<file path="config.mk">
export PLATFORM = sky130hd
export DESIGN_NAME = tefs_err_store
export DESIGN_NICKNAME = d
export VERILOG_FILES = /design/src/hdl/tefs_pkg.sv /design/src/hdl/tefs_err_store.sv
export SDC_FILE = /design/constraint.sdc
export NUM_CORES = 2
export LEC_CHECK = 0
export BUFFER_PORTS_ARGS = -buffer_cell sky130_fd_sc_hd__buf_2
export CAP_MARGIN = 40
export CORE_ASPECT_RATIO = 0.9
export CORE_MARGIN = 4
export CORE_UTILIZATION = 36
export DETAILED_ROUTE_END_ITERATION = 7
export SLEW_MARGIN = 20
export SYNTH_ARGS = -nofsm -noshare
export SYNTH_HDL_FRONTEND = slang
export SYNTH_SLANG_ARGS = --single-unit
export TNS_END_PERCENT = 10
</file>
<file path="constraint.sdc">
create_clock -name clk_i -period 3.16 [get_ports clk_i]
set_input_delay 0.158 -clock clk_i [delete_from_list [all_inputs] [get_ports clk_i]]
set_output_delay 0.158 -clock clk_i [all_outputs]
set_load 0.02 [all_outputs]
</file>
<file path="src/hdl/tefs_pkg.sv">
package tefs_pkg;

  localparam int DATA_W    = 32;
  localparam int CFG_W     = 7;
  localparam int OUT_IDX_W = 6;

  typedef enum logic [0:0] {
    REG_VECTOR_LENGTH = 1'b0,
    REG_KEEP_COUNT    = 1'b1
  } cfg_reg_e;

  // One element walking up the chain of cells
  typedef struct packed {
    logic              valid;
    logic [DATA_W-1:0] value;
    logic [DATA_W-1:0] mag;
  } probe_t;

  // What a cell holds and hands down when results are drained
  typedef struct packed {
    logic              loaded;
    logic [DATA_W-1:0] value;
    logic [DATA_W-1:0] mag;
  } stored_t;

endpackage

</file>
<file path="src/hdl/tefs_err_store.sv">
module tefs_err_store import tefs_pkg::*; #(
  parameter int DEPTH = 64,
  parameter int AW    = 6
) (
  input  logic              clk_i,
  input  logic              rst_ni,
  input  logic              wr_en_i,
  input  logic [AW-1:0]     wr_addr_i,
  input  logic [DATA_W-1:0] wr_data_i,
  input  logic [AW-1:0]     rd_addr_i,
  output logic [DATA_W-1:0] rd_data_o
);

  logic [DATA_W-1:0] mem [DEPTH];
  logic [DEPTH-1:0]  vld_q;
  logic [DATA_W-1:0] rd_q;
  logic              rd_vld_q;
  logic              hit;

  assign hit = wr_en_i && (wr_addr_i == rd_addr_i);

  always_ff @(posedge clk_i) begin
    if (wr_en_i) begin
      mem[wr_addr_i] <= wr_data_i;
    end
    if (hit) begin
      rd_q <= wr_data_i;
    end else begin
      rd_q <= mem[rd_addr_i];
    end
  end

  // Entries never written read as zero
  always_ff @(posedge clk_i or negedge rst_ni) begin
    if (!rst_ni) begin
      vld_q    <= '0;
      rd_vld_q <= 1'b0;
    end else begin
      if (wr_en_i) begin
        vld_q[wr_addr_i] <= 1'b1;
      end
      rd_vld_q <= hit || vld_q[rd_addr_i];
    end
  end

  assign rd_data_o = rd_vld_q ? rd_q : '0;

endmodule

</file>
==> metrics <==
status complete, but fails checks; failing checks negative setup slack; M2 GR Usage a little under a third; global-route wire length before repair roughly 330000 um; Max Freq approximately 0.28 GHz; Finish-stage setup viols 32; mean area per synthesized cell between 20 and 25 um2; area leader, netlist edfxtp_1; post-layout min period roughly 3.6 ns; Yosys warnings 0; top-area cell type share of the netlist area 75.6%; Num CTS Buffers 205; Root Driver clkbuf_16; Static Leakage about 31 nW; I/O Buffers 78; Critical Path Fanout Max 6; most frequent cells in the layout 2048 x edfxtp_1, 528 x mux4_2, 227 x buf_4, 209 x clkbuf_16, 137 x nand2_1; Most Crowded Layer GR met2; largest net degree at the start of global routing 50; Ports 79; Reg2Reg Depth 5; WL/cell approximately 32 um; pre-CTS setup slack -0.128 ns; routed wire length ~240000 um; Post-DP HPWL roughly 130000 um; drt via density 5.70; Tot GR Track Use between 20% and 30%; Max Cap Viol 0; DR pass1 iterations 5; clock latency on the worst-skew pair 0.84 ns; Syn Inst Count between 3000 and 4000; Max-slew headroom between 40 and 50%; grt total ovfl 0; DP Cell Count a little under 7000; Setup WS post-layout -0.454 ns; Worst Setup End Kind output port; NumNets Final about 4200; Slew Viols, Final 0; synthesis-to-layout area growth 20.3%; worst vdd ir 432 uV; Placement Rows about 170; clock tree buffer depth 3; Reg clk slew, reported paths ~0.06 ns; routability cong. 0.772; Arr. time, crit path 3.46 ns; crit path kind reg -> out; Horiz. Die Dim roughly 510 um; Iter 0 DRT Violations about 5600; Main synth FF type edfxtp_1; Crit path required time roughly 3 ns; Yosys reg bits around 2100; pwr dens approximately 610 nW/um2; Post-synth EDFFs just over 2000; die footprint around 230000 um2; Mapped Area 81400 um2; Synth area leaders edfxtp_1 76%, mux4_2 15%, dfrtp_1 2.0%, mux2i_1 1.2%, nand2_1 0.64%; Core ar. between 200000 and 250000 um2; Post-Syn Nets roughly 3600; asr flop ratio synth about 3.1%; skew final 0.0295 ns; Initial Util a little over a third; total negative slack -11.36 ns; share of layout cells above drive strength 1 35.7%; Netlist cell types 63; routing usage on met1 a little under 30%; unrepaired setup endpoints after global routing true; final cycle utilization of the critical path 114%; Slew @ Worst Pin roughly 0.86 ns; Final Hold Viols 0; Die Span Y approximately 460 um; CTS sink cnt approximately 2100; DRT antenna net count 0; fin cells roughly 7300; hold depth 3; Seq/Total Area, Yosys between 70% and 80%; final core utilization 43.5%; DRC 0; Worst Setup Start Kind register; detailed-route via count 41700; commonest non-fill, non-tap cell in the layout edfxtp_1; TritonCTS clock tree done; initial antenna violation count 21; htree depth 4; number of global-route vias before repair between 40000 and 50000; worst min path class in -> reg; met3 Usage GRT a little under 4%
layer usage:
layer / vias to the layer above / share of wire (%)
met1: 22700 / 41
met3: 334 / 9.4
met2: 2225 / 47
met5: - / 0.052
met4: 20 / 2.2
li1: 16300 / -
synthesized netlist by cell type, drive strengths merged (11+ instances only):
cell type  instances
nand2b            11
a22o              18
dfrtp             65
o21ai             13
nor2b             17
clkbuf            67
nor2              87
a31oi             11
o221ai            12
mux2              13
mux4             534
or2               66
nand3             38
mux2i             96
a32oi             18
a22oi             61
a221oi            16
buf              129
nand2            138
edfxtp          2048
a21oi             24
worst max-delay path: stages, from the launching register on:
cell      delay (ns)
dfxtp_4         0.43
buf_12          0.16
buf_16          0.16
buf_8           0.14
mux4_2          0.54
a221oi_2        0.30
o22ai_1         0.16
buf_4           0.21
a221o_1         0.35
buf_6           0.16
report_power, final:
| part | leakage, nW | internal [W] | switching, W |
|---|---|---|---|
| logic | 8.89 | 0.00185 | 0.00246 |
| clock network | 3.23 | 0.0139 | 0.0105 |
| registers | 19.3 | 0.0311 | 0.000146 |
| total | 31.4 | 0.0469 | 0.0131 |
registers in the layout, summed over array words and instances, names as in the netlist, named ones only:
name / count
rd_vld_q: 1
vld_q: 64
mem: 2048
final cells by class:
| cell class | count | area (um2) |
|---|---|---|
| fill | 18900 | 127000 |
| sequential | 2119 | 63300 |
| multi-input combinational | 1274 | 18000 |
| timing repair buffer | 521 | 6210 |
| clock buffer | 263 | 5490 |
| tap | 3006 | 3760 |
| clock inverter | 118 | 1160 |
| inverter | 5 | 21.3 |
| antenna | 3 | 7.51 |
worst paths after layout:
| path | from | endpoint | slack (ns) |
|---|---|---|---|
| max reg2reg | vld_q[3]$_DFFE_PN0P_ | rd_vld_q$_DFF_PN0_ | 1.27 |
| min reg2reg | vld_q[46]$_DFFE_PN0P_ | vld_q[46]$_DFFE_PN0P_ | 0.46 |
| min | wr_addr_i[1] | mem[51][8]$_DFFE_PP_ | 0.08 |
| min in group asynchronous | rst_ni | vld_q[26]$_DFFE_PN0P_ | 0.49 |
| max | register | rd_data_o[15] | -0.45 |
| max in group asynchronous | rst_ni | vld_q[58]$_DFFE_PN0P_ | 1.45 |
kinds of logic after synthesis:
kind of cell              count (synthesis)  synth area share (%)
AOI/OAI and AO/OA                       232                  2.20
muxes                                   643                  16.2
and+or+nand+nor                         393                  2.27
DFF                                    2119                  77.7
xor gates and xnor gates                  6                0.0646
buffers and inverters                   201                  1.55
timing repair:
action                                 4_1_cts  5_1_grt
gates cloned                                18        0
hold buffers                                44        0
endpoints found under the hold margin     1611        0
pin swaps                                   30       23
resized for setup                          170       38
setup endpoints to repair                   32       32
setup buffers                               32       13
stage by stage:
step | hold WS, ns | cell area, um2 | power [W]
2_1_floorplan | -0.138 | 81400 | 0.0338
3_3_place_gp | 0.382 | 88200 | 0.0356
3_5_place_dp | 0.178 | 88900 | 0.0357
4_1_cts | 0.00143 | 97600 | 0.0603
5_1_grt | 0.0752 | 97900 | 0.0617
6_report | 0.0770 | 97900 | 0.0600
(Power assumes the default switching activity.)
