`config.mk`:
```
export PLATFORM = sky130hd
export DESIGN_NAME = tefs_cell
export DESIGN_NICKNAME = d
export VERILOG_FILES = /design/src/hdl/tefs_pkg.sv /design/src/hdl/tefs_cell.sv
export SDC_FILE = /design/constraint.sdc
export NUM_CORES = 1
export LEC_CHECK = 0
export BUFFER_PORTS_ARGS = -buffer_cell sky130_fd_sc_hd__buf_4
export CAP_MARGIN = 30
export CORE_MARGIN = 5
export CORE_UTILIZATION = 49
export CTS_CLUSTER_DIAMETER = 120
export DETAILED_ROUTE_END_ITERATION = 10
export GPL_ROUTABILITY_DRIVEN = 0
export PLACE_DENSITY = 0.85
export SYNTH_ARGS = -nofsm -noshare
export SYNTH_HDL_FRONTEND = slang
export SYNTH_SLANG_ARGS = --single-unit
export TNS_END_PERCENT = 50
```
`constraint.sdc`:
```
create_clock -name clk_i -period 7.9 [get_ports clk_i]
set_clock_uncertainty 0.2 [all_clocks]
set_input_delay 0.79 -clock clk_i [delete_from_list [all_inputs] [get_ports clk_i]]
set_output_delay 0.79 -clock clk_i [all_outputs]
set_load 0.05 [all_outputs]
```
`src/hdl/tefs_pkg.sv`:
```
package tefs_pkg;

  localparam int DATA_W    = 32;
  localparam int CFG_W     = 7;
  localparam int OUT_IDX_W = 6;

  typedef enum logic [0:0] {
    REG_VECTOR_LENGTH = 1'b0,
    REG_KEEP_COUNT    = 1'b1
  } cfg_reg_e;

  // One element walking up the chain of cells
  typedef struct packed {
    logic              valid;
    logic [DATA_W-1:0] value;
    logic [DATA_W-1:0] mag;
  } probe_t;

  // What a cell holds and hands down when results are drained
  typedef struct packed {
    logic              loaded;
    logic [DATA_W-1:0] value;
    logic [DATA_W-1:0] mag;
  } stored_t;

endpackage

```
`src/hdl/tefs_cell.sv`:
```
module tefs_cell import tefs_pkg::*; #(
  parameter int RANK_W = 6
) (
  input  logic              clk_i,
  input  logic              rst_ni,
  input  probe_t            probe_i,
  input  logic [RANK_W-1:0] probe_cnt_i,
  output probe_t            probe_o,
  output logic [RANK_W-1:0] probe_cnt_o,
  input  logic              shift_i,
  input  stored_t           hold_i,
  input  logic [RANK_W-1:0] hold_rank_i,
  output stored_t           hold_o,
  output logic [RANK_W-1:0] hold_rank_o
);

  logic              pvld_q;
  logic [DATA_W-1:0] pval_q;
  logic [DATA_W-1:0] pmag_q;
  logic [RANK_W-1:0] cnt_q;
  logic              loaded_q;
  logic [DATA_W-1:0] value_q;
  logic [DATA_W-1:0] mag_q;
  logic [RANK_W-1:0] rank_q;
  logic              beats;

  // A probe always comes from a later index, so it needs a strictly larger
  // magnitude to beat the element held here.
  assign beats = pmag_q > mag_q;

  always_comb begin
    probe_o     = '{valid: pvld_q && loaded_q, value: pval_q, mag: pmag_q};
    probe_cnt_o = beats ? cnt_q : cnt_q + RANK_W'(1);
  end

  assign hold_o      = '{loaded: loaded_q, value: value_q, mag: mag_q};
  assign hold_rank_o = rank_q;

  always_ff @(posedge clk_i or negedge rst_ni) begin
    if (!rst_ni) begin
      pvld_q   <= 1'b0;
      loaded_q <= 1'b0;
    end else begin
      pvld_q <= probe_i.valid;
      if (shift_i) begin
        loaded_q <= hold_i.loaded;
      end else if (pvld_q && !loaded_q) begin
        loaded_q <= 1'b1;
      end
    end
  end

  always_ff @(posedge clk_i) begin
    pval_q <= probe_i.value;
    pmag_q <= probe_i.mag;
    cnt_q  <= probe_cnt_i;
    if (shift_i) begin
      value_q <= hold_i.value;
      mag_q   <= hold_i.mag;
      rank_q  <= hold_rank_i;
    end else if (pvld_q) begin
      if (loaded_q) begin
        if (beats) begin
          rank_q <= rank_q + RANK_W'(1);
        end
      end else begin
        // first free cell: settle here with the count gathered on the way
        value_q <= pval_q;
        mag_q   <= pmag_q;
        rank_q  <= cnt_q;
      end
    end
  end

endmodule

```
==> results of run 1 <==
synth_stat cells:
cell / n
nor2_4: 1
a2bb2oi_1: 2
mux2_4: 1
and2_1: 1
buf_4: 1
o21ai_1: 1
nor2_1: 11
edfxtp_1: 70
a211oi_2: 3
a31oi_4: 1
a2111o_1: 1
a21o_1: 2
a21oi_1: 17
xnor2_1: 3
nand3_1: 6
xor2_1: 5
mux2_2: 63
nand4_1: 6
nor2b_1: 1
o211ai_1: 1
o21a_1: 2
o21bai_1: 1
ha_1: 34
nand4_2: 2
nand2_1: 18
a21boi_0: 1
a21oi_2: 2
or4_4: 2
clkbuf_1: 9
clkinv_1: 1
a221oi_1: 1
dfrtp_1: 2
nor3_1: 1
a211oi_1: 1
or3_1: 1
mux2i_1: 1
buf_6: 1
o21ai_0: 13
dfxtp_1: 70
inv_1: 33
stage by stage:
stage / total power, mW / utilization (%) / setup slack [ns] / hold slack (ns) / instances
global route: 2.25 / 77.1 / 3.89 / 0.240 / 843
detailed placement: 1.36 / 71.4 / 4.52 / 0.347 / 810
floorplan: 1.18 / - / 3.90 / 0.294 / 393
global placement: 1.34 / 71.4 / 4.58 / 0.343 / 810
CTS: 2.19 / 77.1 / 4.02 / 0.244 / 843
finish: 2.18 / 77.1 / 4.03 / 0.261 / 843
cell usage in the layout (no fill, tap or decap), types with 3 or more instances in the layout:
master / instances
a211oi_2: 3
a21oi_1: 17
buf_4: 288
clkbuf_16: 17
clkbuf_8: 3
dfxtp_1: 70
edfxtp_1: 70
ha_1: 34
inv_1: 33
inv_6: 6
mux2_2: 63
nand2_1: 18
nand3_1: 6
nand4_1: 6
nor2_1: 11
o21ai_0: 13
xnor2_1: 3
xor2_1: 5
report_power, final:
part           switching [mW]  internal (mW)  total [mW]
Clock                   0.332          0.499       0.832
Combinational           0.304          0.171       0.475
Sequential             0.0345          0.837       0.871
Total                   0.671           1.51        2.18
layer usage:
layer | part of all wire [%] | vias to the layer above | wire length (um) | global-route usage [%]
li1 | - | 2019 | - | -
met1 | 31 | 2051 | 5370 | 23.6
met2 | 55 | 205 | 9710 | 47.4
met3 | 11 | 39 | 1920 | 12.1
met4 | 3.0 | 0 | 517 | 11.3
met5 | 0 | - | 0 | 0
cells by family after synthesis:
kind of cell | after synthesis | share of synthesized area [%]
AOI/OAI and AO/OA | 49 | 5.93
xor gates and xnor gates | 8 | 1.26
adders and majority gates | 34 | 7.66
buffers and inverters | 45 | 3.25
DFF | 142 | 64.0
muxes | 65 | 13.2
and+or+nand+nor | 50 | 4.67
registers in the layout, summed over array words and instances (netlist names):
name	count
cnt_q	6
hold_rank_o	6
pmag_q	32
mag_q	32
pvld_q	1
pval_q	32
loaded_q	1
value_q	32
worst min path at each step:
stage	start	endpoint	slack, ns	depth (start not counted)
2_1_floorplan	rst_ni	loaded_q$_DFFE_PN0P_	0.29	0
3_3_place_gp	pval_q[18]$_DFF_P_	value_q[18]$_DFFE_PP_	0.34	1
3_5_place_dp	pval_q[22]$_DFF_P_	value_q[22]$_DFFE_PP_	0.35	1
4_1_cts	probe_i[53]	pval_q[21]$_DFF_P_	0.24	1
5_1_grt	probe_i[58]	pval_q[26]$_DFF_P_	0.24	1
6_report	probe_i[53]	pval_q[21]$_DFF_P_	0.26	1
area by class of cell:
cell class / instances / share of cell area [%]
inverters: 34 / 1.51
well taps: 140 / 2.07
clock buffers: 20 / 5.51
flip-flops and latches: 142 / 42.0
repair buffers: 289 / 25.7
multi-input cells: 206 / 21.5
clock inverters: 12 / 1.76
==> flow_results.xml, run 1 <==
<?xml version="1.0" encoding="UTF-8"?>
<metrics>
  <group name="run_status">
    <metric name="status" unit="">finished clean</metric>
  </group>
  <group name="global_routing">
    <metric name="overflow" unit="">0</metric>
    <metric name="global_route_wire_length_before_repair" unit="mm">25.2</metric>
    <metric name="first_global_vias" unit="">4739</metric>
    <metric name="grt_antenna_before_repair" unit="">0</metric>
    <metric name="grt_usage" unit="%">25.6</metric>
    <metric name="maximum_number_of_pins_on_one_net_before_global_route_repair" unit="">45</metric>
  </group>
  <group name="die">
    <metric name="core-area" unit="um^2">11000</metric>
    <metric name="ios" unit="">287</metric>
    <metric name="die_height" unit="um">116</metric>
    <metric name="fp.dieW" unit="um">116</metric>
    <metric name="initial_standard_cell_utilization_of_the_core" unit="%">50.5</metric>
    <metric name="die-area" unit="um^2">13600</metric>
    <metric name="placement_rows" unit="">38</metric>
  </group>
  <group name="synth">
    <metric name="synth_cell_types" unit="">40</metric>
    <metric name="synth.cell_area" unit="um^2">5550</metric>
    <metric name="yosys.area.top_type" unit="">edfxtp_1</metric>
    <metric name="netlist_instances" unit="">393</metric>
    <metric name="synth_nets" unit="">572</metric>
    <metric name="seq_area_frac_synth" unit="%">64.0</metric>
    <metric name="synth_area_per_cell" unit="um^2">14.1</metric>
    <metric name="ys.warnings.count" unit="">0</metric>
    <metric name="yosys_reg_bits" unit="">142</metric>
    <metric name="synth_top_cell_area_share" unit="%">37.9</metric>
    <metric name="ys_top_cells_by_area" unit="">edfxtp_1, dfxtp_1, mux2_2, ha_1, inv_1</metric>
  </group>
  <group name="detailed_routing">
    <metric name="drt-pass1-iter-count" unit="">4</metric>
    <metric name="postRouteWirelength" unit="mm">17.5</metric>
    <metric name="drt-wirelength-per-cell" unit="um">20.8</metric>
    <metric name="drt_iter0_markers" unit="">297</metric>
    <metric name="num_vias" unit="">4314</metric>
    <metric name="drcViolationCount" unit="">0</metric>
    <metric name="post_dr_vias_cell" unit="">5.12</metric>
    <metric name="detail-route-antenna-nets" unit="">0</metric>
  </group>
  <group name="timing">
    <metric name="maxClockFrequency" unit="GHz">0.258</metric>
    <metric name="slew-limit-headroom" unit="%">46.5</metric>
    <metric name="tightest_slew" unit="ns">0.803</metric>
    <metric name="setup-violations-final" unit="">0</metric>
    <metric name="setup-tns-final" unit="ns">0</metric>
    <metric name="report.final.hold_viol_count" unit="">0</metric>
    <metric name="grt_setup_unrepaired" unit="">false</metric>
    <metric name="timing.final.crit_share" unit="%">49.0</metric>
    <metric name="drv_slew" unit="">0</metric>
    <metric name="final.min_clock_period" unit="ns">3.87</metric>
  </group>
  <group name="job">
    <metric name="max_cap_viol_count" unit="">0</metric>
  </group>
  <group name="clock_tree">
    <metric name="cts_buffers" unit="">17</metric>
    <metric name="path_clk_slew" unit="ns">0.06</metric>
    <metric name="worst_skew_pair.late_latency" unit="ns">0.43</metric>
    <metric name="root_buffer" unit="">clkbuf_16</metric>
    <metric name="post-cts-setup-buffers" unit="">0</metric>
    <metric name="post_cts_hold_buffer_count" unit="">1</metric>
    <metric name="clock_tree_from_tritoncts" unit="">built</metric>
    <metric name="clock_tree.buffer_depth" unit="">2</metric>
    <metric name="cts.sink_count" unit="">142</metric>
    <metric name="htreeDepth" unit="">4</metric>
    <metric name="post_cts.resized_instances" unit="">0</metric>
  </group>
  <group name="critical_path">
    <metric name="cp_startpoint_kind" unit="">register</metric>
    <metric name="crit_start" unit="">mag_q[11]$_DFFE_PP_</metric>
    <metric name="worst_ep_arrival_time" unit="ns">2.88</metric>
    <metric name="path_max_fanout" unit="">6</metric>
    <metric name="reg2reg_to" unit="">hold_rank_o[2]$_DFFE_PP_</metric>
    <metric name="reg2reg_depth" unit="">7</metric>
    <metric name="r2r_slack" unit="ns">4.89</metric>
    <metric name="timing.critical_path.slowest_stage_cell" unit="">or4_4</metric>
    <metric name="endpoint_kind" unit="">output port</metric>
    <metric name="cp_data_required_time" unit="ns">6.91</metric>
    <metric name="critical_path_class" unit="">register to output port</metric>
    <metric name="series_of_cell_instances_along_the_critical_path" unit="">inv_1 &gt; ha_1 &gt; nand4_1 &gt; or4_4 &gt; nor2_4 &gt; a21oi_2 &gt; a21oi_2 &gt; mux2_4 &gt; buf_4</metric>
    <metric name="reg_to_reg_start" unit="">mag_q[30]$_DFFE_PP_</metric>
    <metric name="cp_top_family" unit="">simple AND/OR/NAND/NOR gates</metric>
    <metric name="worstPathBufferInverterCount" unit="">2</metric>
    <metric name="critical_path.endpoint" unit="">probe_cnt_o[1]</metric>
    <metric name="worst-path-stages" unit="">9</metric>
    <metric name="timing.critical_path.slowest_cell_delay" unit="ns">0.64</metric>
    <metric name="crit_path_top_cell_by_count" unit="">a21oi_2</metric>
  </group>
  <group name="cells_and_area">
    <metric name="area.sequential" unit="um^2">3550</metric>
    <metric name="antenna_cells" unit="">0</metric>
    <metric name="num-fill-cells" unit="">655</metric>
    <metric name="drive_above_1_share" unit="%">56.3</metric>
    <metric name="final_net_count" unit="">869</metric>
    <metric name="area_growth" unit="%">52.4</metric>
    <metric name="finalInstanceArea" unit="um^2">8460</metric>
    <metric name="area_occupied_by_multi_input_gates" unit="um^2">1820</metric>
  </group>
  <group name="pwr">
    <metric name="power_density" unit="nW/um^2">257</metric>
    <metric name="worst_ir_drop_vdd" unit="uV">227</metric>
    <metric name="leakage" unit="nW">3.90</metric>
  </group>
  <group name="hold_path">
    <metric name="holdCritPathClass" unit="">input port to register</metric>
  </group>
  <group name="placed_design">
    <metric name="detailedPlacementHpwl" unit="mm">13.0</metric>
    <metric name="port_buffer_count" unit="">286</metric>
    <metric name="placed_area" unit="um^2">7840</metric>
  </group>
</metrics>
Power figures use the tool's default switching activity.
==> run 2: changes to the inputs <==
Settings changed: ABC_AREA from default to 1, CORE_UTILIZATION 49 to 46, PLACE_DENSITY 0.85 to 0.8.
Clock period 7.9 ns to 3.75 ns, I/O delays scaled along.
==> flow_results.xml, run 2 <==
<?xml version="1.0" encoding="UTF-8"?>
<metrics>
  <group name="run_status">
    <metric name="status" unit="">finished clean</metric>
  </group>
  <group name="critical_path">
    <metric name="worst_ep_arrival_time" unit="ns">2.23</metric>
    <metric name="critical_path_class" unit="">register to output port</metric>
    <metric name="path_max_fanout" unit="">8</metric>
    <metric name="endpoint_kind" unit="">output port</metric>
    <metric name="timing.critical_path.slowest_stage_cell" unit="">edfxtp_1</metric>
    <metric name="timing.critical_path.slowest_cell_delay" unit="ns">0.36</metric>
    <metric name="crit_path_top_cell_by_count" unit="">nand2_1</metric>
    <metric name="series_of_cell_instances_along_the_critical_path" unit="">inv_1 &gt; ha_1 &gt; nand2_1 &gt; nor2_2 &gt; nand2_2 &gt; nor2_4 &gt; nand4_4 &gt; nand2_4 &gt; nand2_1 &gt; nand2_1 &gt; buf_4</metric>
    <metric name="cp_data_required_time" unit="ns">3.17</metric>
    <metric name="cp_startpoint_kind" unit="">register</metric>
  </group>
  <group name="clock_tree">
    <metric name="path_clk_slew" unit="ns">0.07</metric>
    <metric name="post_cts.resized_instances" unit="">0</metric>
    <metric name="root_buffer" unit="">clkbuf_16</metric>
    <metric name="worst_skew_pair.late_latency" unit="ns">0.43</metric>
    <metric name="cts.sink_count" unit="">142</metric>
    <metric name="clock_tree.buffer_depth" unit="">2</metric>
    <metric name="htreeDepth" unit="">4</metric>
    <metric name="cts_buffers" unit="">17</metric>
    <metric name="clock_tree_from_tritoncts" unit="">built</metric>
  </group>
  <group name="placed_design">
    <metric name="port_buffer_count" unit="">286</metric>
    <metric name="placed_area" unit="um^2">7950</metric>
    <metric name="detailedPlacementHpwl" unit="mm">13.0</metric>
  </group>
  <group name="die">
    <metric name="ios" unit="">287</metric>
    <metric name="core-area" unit="um^2">12000</metric>
    <metric name="die-area" unit="um^2">14600</metric>
    <metric name="initial_standard_cell_utilization_of_the_core" unit="%">47.0</metric>
    <metric name="die_height" unit="um">121</metric>
    <metric name="fp.dieW" unit="um">121</metric>
    <metric name="placement_rows" unit="">40</metric>
  </group>
  <group name="global_routing">
    <metric name="global_route_wire_length_before_repair" unit="mm">31.4</metric>
    <metric name="first_global_vias" unit="">5968</metric>
    <metric name="grt_antenna_before_repair" unit="">1</metric>
    <metric name="overflow" unit="">0</metric>
    <metric name="grt_usage" unit="%">28.3</metric>
    <metric name="busiest_layer_in_global_routing" unit="">met2</metric>
    <metric name="met1_usage" unit="%">29.3</metric>
    <metric name="maximum_number_of_pins_on_one_net_before_global_route_repair" unit="">76</metric>
    <metric name="met3_usage" unit="%">9.45</metric>
    <metric name="gr-usage-met2" unit="%">51.0</metric>
  </group>
  <group name="detailed_routing">
    <metric name="detail-route-antenna-nets" unit="">0</metric>
    <metric name="drt-pass1-iter-count" unit="">6</metric>
    <metric name="num_vias" unit="">5460</metric>
    <metric name="postRouteWirelength" unit="mm">20.3</metric>
    <metric name="drcViolationCount" unit="">0</metric>
    <metric name="post_dr_vias_cell" unit="">5.00</metric>
    <metric name="drt_iter0_markers" unit="">423</metric>
    <metric name="drt-wirelength-per-cell" unit="um">18.6</metric>
  </group>
  <group name="synth">
    <metric name="seq_area_frac_synth" unit="%">62.9</metric>
    <metric name="async_flop_share" unit="%">1.41</metric>
    <metric name="synth_nets" unit="">744</metric>
    <metric name="postSynth.topFlopCell" unit="">edfxtp_1</metric>
    <metric name="count_leader_synth" unit="">nand2_1</metric>
    <metric name="synth.cell_area" unit="um^2">5650</metric>
    <metric name="synth_top_cell_area_share" unit="%">37.2</metric>
    <metric name="yosys.area.top_type" unit="">edfxtp_1</metric>
    <metric name="ys_top_cells_by_area" unit="">edfxtp_1, dfxtp_1, nand2_1, ha_1, inv_1</metric>
    <metric name="ys.warnings.count" unit="">0</metric>
    <metric name="number_of_flops_mapped_to_enable_cells_by_yosys" unit="">70</metric>
    <metric name="synth_top_cells_by_count" unit="">nand2_1, dfxtp_1, edfxtp_1</metric>
    <metric name="netlist_instances" unit="">565</metric>
    <metric name="yosys_reg_bits" unit="">142</metric>
    <metric name="synth_cell_types" unit="">29</metric>
    <metric name="synth_area_per_cell" unit="um^2">9.99</metric>
  </group>
  <group name="timing">
    <metric name="setup-tns-final" unit="ns">0</metric>
    <metric name="maxClockFrequency" unit="GHz">0.357</metric>
    <metric name="tightest_slew" unit="ns">0.844</metric>
    <metric name="timing.final.crit_share" unit="%">74.7</metric>
    <metric name="setup-violations-final" unit="">0</metric>
    <metric name="grt_setup_unrepaired" unit="">false</metric>
    <metric name="final.min_clock_period" unit="ns">2.80</metric>
    <metric name="drv_slew" unit="">0</metric>
    <metric name="report.final.hold_viol_count" unit="">0</metric>
    <metric name="slew-limit-headroom" unit="%">43.8</metric>
  </group>
  <group name="cells_and_area">
    <metric name="final_common_cell" unit="">buf_4</metric>
    <metric name="drive_above_1_share" unit="%">36.1</metric>
    <metric name="area_growth" unit="%">63.6</metric>
    <metric name="finalInstanceArea" unit="um^2">9240</metric>
    <metric name="mostFrequentLayoutCells" unit="">buf_4, nand2_1, dlygate4sd3_1</metric>
    <metric name="final_net_count" unit="">1110</metric>
  </group>
  <group name="pwr">
    <metric name="p_total" unit="mW">4.60</metric>
    <metric name="leakage" unit="nW">4.67</metric>
    <metric name="power_density" unit="nW/um^2">498</metric>
    <metric name="worst_ir_drop_vdd" unit="uV">486</metric>
  </group>
  <group name="hold_path">
    <metric name="holdCritPathClass" unit="">input port to register</metric>
  </group>
  <group name="job">
    <metric name="max_cap_viol_count" unit="">0</metric>
  </group>
</metrics>
[run 2: changes by cell type after synthesis, sizes merged, moves of 2 or more]
cell and change:
a21oi +4, nand3 +7, mux2 -64, clkbuf -3
nand2 +230, a211oi -4, nand4 -5, a2bb2oi -2
nor2 +3, xnor2 -2, buf +8, inv +15
or4 -2
[run 2: worst max-delay path, delay by kind of cell, from the launching register on]
kind	cells	cell delay (ns)
adder cells (fa/ha/maj)	1	0.29
buffers and inverters	2	0.25
flip-flops	1	0.36
AND/OR/NAND/NOR	8	0.90
[run 2: metal layers]
metal  routed length [um]  vias to the layer above
li1                     -                     2551
met1                 6810                     2523
met2                10900                      323
met3                 1800                       63
met4                  844                        0
met5                    0                        -
[run 2: final cells by class]
type                       instances  area (um^2)
clock inverter                    11         81.3
sequential                       142         3550
antenna                            1         2.50
multi-input combinational        359         1860
inverter                          48          180
fill                             734         2770
timing repair buffer             363         2910
clock buffer                      21          472
tap                              147          184
[run 2: path summary, 6_finish.rpt]
check	from	endpoint	slack [ns]	cells after the start
worst min-delay path	hold_i[5]	mag_q[5]$_DFFE_PP_	0.01	3
worst max-delay path	mag_q[31]$_DFFE_PP_	probe_cnt_o[4]	0.95	11
worst max register to register	mag_q[15]$_DFFE_PP_	hold_rank_o[4]$_DFFE_PP_	1.54	10
max in group asynchronous	rst_ni	loaded_q$_DFFE_PN0P_	3.18	2
min in group asynchronous	rst_ni	pvld_q$_DFF_PN0_	0.08	2
worst min register to register	pval_q[31]$_DFF_P_	value_q[31]$_DFFE_PP_	0.33	2
[run 2: logic make-up after synthesis]
family | Yosys count | synth area share (%)
buffers and inverters | 64 | 4.37
AOI/OAI and AO/OA | 39 | 3.61
and+or+nand+nor | 281 | 20.8
xor gates and xnor gates | 5 | 0.776
adders and majority gates | 34 | 7.54
DFF | 142 | 62.9
[run 2: per-stage QoR]
step	cells	hold slack, ns	util (%)	setup slack (ns)
3_5_place_dp	986	-0.0395	66.2	1.37
2_1_floorplan	565	-0.121	-	0.692
3_3_place_gp	986	-0.0416	66.2	1.40
4_1_cts	1091	0.000184	76.9	0.906
6_report	1092	0.0128	76.9	0.950
5_1_grt	1092	0.0121	76.9	0.736
[run 2: where the power goes]
| part | switching, mW | total (mW) | leakage [nW] | internal (mW) |
|---|---|---|---|---|
| registers | 0.0809 | 1.85 | 1.32 | 1.77 |
| clock network | 0.690 | 1.60 | 0.270 | 0.909 |
| logic | 0.752 | 1.15 | 3.08 | 0.401 |
| total | 1.52 | 4.60 | 4.67 | 3.08 |
[run 2: what timing repair did]
action                    in CTS  in global routing
hold endpoints to repair      74                  0
setup buffers                  0                  0
hold buffers                  73                  0
==> run 3: changes to the inputs <==
Settings changed: CORE_UTILIZATION 46 to 41, PLACE_DENSITY 0.8 to 0.75.
Clock period 3.75 ns to 2.54 ns, I/O delays scaled along.
==> flow_results.xml, run 3 (same netlist as run 2, synthesis figures left out) <==
<?xml version="1.0" encoding="UTF-8"?>
<metrics>
  <group name="detailed_routing">
    <metric name="postRouteWirelength" unit="mm">21.4</metric>
    <metric name="drcViolationCount" unit="">0</metric>
    <metric name="drt-pass1-iter-count" unit="">4</metric>
    <metric name="detail-route-antenna-nets" unit="">0</metric>
    <metric name="drt-wirelength-per-cell" unit="um">17.7</metric>
    <metric name="num_vias" unit="">5697</metric>
    <metric name="post_dr_vias_cell" unit="">4.70</metric>
    <metric name="drt_iter0_markers" unit="">234</metric>
  </group>
  <group name="timing">
    <metric name="timing.hold.ws" unit="ns">0.111</metric>
    <metric name="setup-violations-final" unit="">6</metric>
    <metric name="setup-tns-final" unit="ns">-0.829</metric>
    <metric name="drv_slew" unit="">0</metric>
    <metric name="slew-limit-headroom" unit="%">69.3</metric>
    <metric name="maxClockFrequency" unit="GHz">0.372</metric>
    <metric name="grt_setup_unrepaired" unit="">true</metric>
    <metric name="final_critical_path_setup_slack" unit="ns">-0.146</metric>
    <metric name="final.min_clock_period" unit="ns">2.69</metric>
    <metric name="tightest_slew" unit="ns">0.461</metric>
    <metric name="report.final.hold_viol_count" unit="">0</metric>
    <metric name="timing.final.crit_share" unit="%">106</metric>
  </group>
  <group name="critical_path">
    <metric name="critical_path_class" unit="">register to output port</metric>
    <metric name="cp_startpoint_kind" unit="">register</metric>
    <metric name="r2r_slack" unit="ns">0.24</metric>
    <metric name="worst_ep_arrival_time" unit="ns">2.23</metric>
    <metric name="timing.critical_path.slowest_stage_cell" unit="">edfxtp_1</metric>
    <metric name="series_of_cell_instances_along_the_critical_path" unit="">inv_1 &gt; ha_1 &gt; nand2_2 &gt; nor2_1 &gt; nor2_1 &gt; nand3_2 &gt; a21oi_4 &gt; nand2_4 &gt; nand2_4 &gt; nand2_2 &gt; nand2_2 &gt; buf_6</metric>
    <metric name="reg_to_reg_start" unit="">mag_q[11]$_DFFE_PP_</metric>
    <metric name="cp_data_required_time" unit="ns">2.09</metric>
    <metric name="crit_path_top_cell_by_count" unit="">nand2_2</metric>
    <metric name="endpoint_kind" unit="">output port</metric>
    <metric name="path_max_fanout" unit="">8</metric>
    <metric name="reg2reg_depth" unit="">11</metric>
    <metric name="timing.critical_path.slowest_cell_delay" unit="ns">0.38</metric>
    <metric name="reg2reg_to" unit="">hold_rank_o[3]$_DFFE_PP_</metric>
  </group>
  <group name="pwr">
    <metric name="p_int" unit="mW">4.86</metric>
    <metric name="power_switching_share" unit="%">32.0</metric>
    <metric name="pwr-share-clk" unit="%">35.1</metric>
    <metric name="worst_ir_drop_vdd" unit="uV">511</metric>
    <metric name="p_total" unit="mW">7.15</metric>
    <metric name="power_density" unit="nW/um^2">687</metric>
    <metric name="comb_power_share" unit="%">26.7</metric>
    <metric name="leakage" unit="nW">5.09</metric>
    <metric name="netSwitchingPower" unit="mW">2.29</metric>
    <metric name="share_seq_of_total_power" unit="%">38.2</metric>
  </group>
  <group name="placed_design">
    <metric name="pre_cts_ws" unit="ns">0.164</metric>
    <metric name="port_buffer_count" unit="">286</metric>
    <metric name="numPlacedInstances" unit="">1018</metric>
    <metric name="detailedPlacementHpwl" unit="mm">12.5</metric>
  </group>
  <group name="die">
    <metric name="ios" unit="">287</metric>
    <metric name="placement_rows" unit="">42</metric>
    <metric name="fp.dieW" unit="um">127</metric>
    <metric name="initial_standard_cell_utilization_of_the_core" unit="%">42.3</metric>
    <metric name="die_height" unit="um">127</metric>
    <metric name="die-area" unit="um^2">16200</metric>
    <metric name="core-area" unit="um^2">13300</metric>
  </group>
  <group name="hold_path">
    <metric name="holdCritPathClass" unit="">input port to register</metric>
    <metric name="hold_path.startpoint" unit="">shift_i</metric>
    <metric name="worst_hold_path.num_cells" unit="">2</metric>
    <metric name="min_to" unit="">mag_q[0]$_DFFE_PP_</metric>
  </group>
  <group name="clock_tree">
    <metric name="htreeDepth" unit="">4</metric>
    <metric name="worst_skew_pair.late_latency" unit="ns">0.43</metric>
    <metric name="clock_tree_from_tritoncts" unit="">built</metric>
    <metric name="path_clk_slew" unit="ns">0.06</metric>
    <metric name="clock_tree.buffer_depth" unit="">2</metric>
    <metric name="cts_buffers" unit="">17</metric>
    <metric name="root_buffer" unit="">clkbuf_16</metric>
    <metric name="cts.sink_count" unit="">142</metric>
  </group>
  <group name="global_routing">
    <metric name="first_global_vias" unit="">6202</metric>
    <metric name="grt_antenna_before_repair" unit="">2</metric>
    <metric name="global_route_wire_length_before_repair" unit="mm">32.4</metric>
    <metric name="overflow" unit="">0</metric>
    <metric name="grt_usage" unit="%">26.0</metric>
    <metric name="maximum_number_of_pins_on_one_net_before_global_route_repair" unit="">39</metric>
  </group>
  <group name="cells_and_area">
    <metric name="final-instance-count-excl-fill" unit="">1211</metric>
    <metric name="drive_above_1_share" unit="%">37.9</metric>
    <metric name="final_common_cell" unit="">buf_4</metric>
    <metric name="area_growth" unit="%">84.4</metric>
    <metric name="mostFrequentLayoutCells" unit="">buf_4, nand2_1, dlygate4sd3_1</metric>
    <metric name="final_net_count" unit="">1199</metric>
  </group>
  <group name="job">
    <metric name="max_cap_viol_count" unit="">0</metric>
  </group>
  <group name="run_status">
    <metric name="failed_checks" unit="">setup timing</metric>
    <metric name="status" unit="">finished, violations left</metric>
  </group>
</metrics>
## run 3: per-stage QoR
step                      util, %  area (um^2)
after global routing         78.0        10400
after detailed placement     60.0         8010
after global placement       60.0         8010
final                        78.0        10400
after CTS                    76.2        10200
after floorplan                 -         5660
## run 3: worst max-delay path by stage
stage	startpoint	endpoint	slack, ns	cells after the start
floorplan	mag_q[23]$_DFFE_PP_	probe_cnt_o[2]	0.02	10
global placement	mag_q[17]$_DFFE_PP_	probe_cnt_o[1]	0.18	14
detailed placement	mag_q[17]$_DFFE_PP_	probe_cnt_o[1]	0.16	14
CTS	mag_q[21]$_DFFE_PP_	probe_cnt_o[3]	-0.17	12
global route	mag_q[5]$_DFFE_PP_	probe_cnt_o[0]	-0.28	14
finish	mag_q[22]$_DFFE_PP_	probe_cnt_o[3]	-0.15	12
## run 3: what timing repair did
item | in CTS | in global routing
endpoints found under the hold margin | 144 | 0
gates resized for setup | 21 | 22
buffers inserted | 4 | 11
pin swaps | 9 | 14
hold buffers | 144 | 0
endpoints found under the setup margin | 6 | 6
## run 3: layout make-up
cell class	count	area (um^2)
timing repair buffer	452	3780
sequential	142	3550
fill	789	2940
multi-input combinational	359	2080
clock buffer	21	460
tap	176	220
inverter	48	180
clock inverter	11	131
antenna	2	5.00
## run 3: critical path, delay by kind of cell, from the launching register on
kind / cells / cell delay, ns
DFF: 1 / 0.38
and+or+nand+nor: 8 / 0.77
adders and majority gates: 1 / 0.24
AOI/OAI and AO/OA: 1 / 0.17
buffers and inverters: 2 / 0.24
## run 3: power groups by stage
stage / combinational, mW / sequential (mW) / clock, mW
3_3_place_gp: 1.57 / 2.75 / 0
6_report: 1.91 / 2.73 / 2.51
4_1_cts: 1.82 / 2.72 / 2.53
2_1_floorplan: 0.432 / 3.32 / 0
3_5_place_dp: 1.59 / 2.76 / 0
5_1_grt: 2.03 / 2.75 / 2.65
## run 3: per-layer routing
metal / vias up / wire [um] / track usage [%]
met1: 2638 / 7640 / 27.5
met3: 59 / 1740 / 9.56
met5: - / 0 / 0
met4: 0 / 786 / 11.2
li1: 2734 / - / -
met2: 266 / 11200 / 46.3
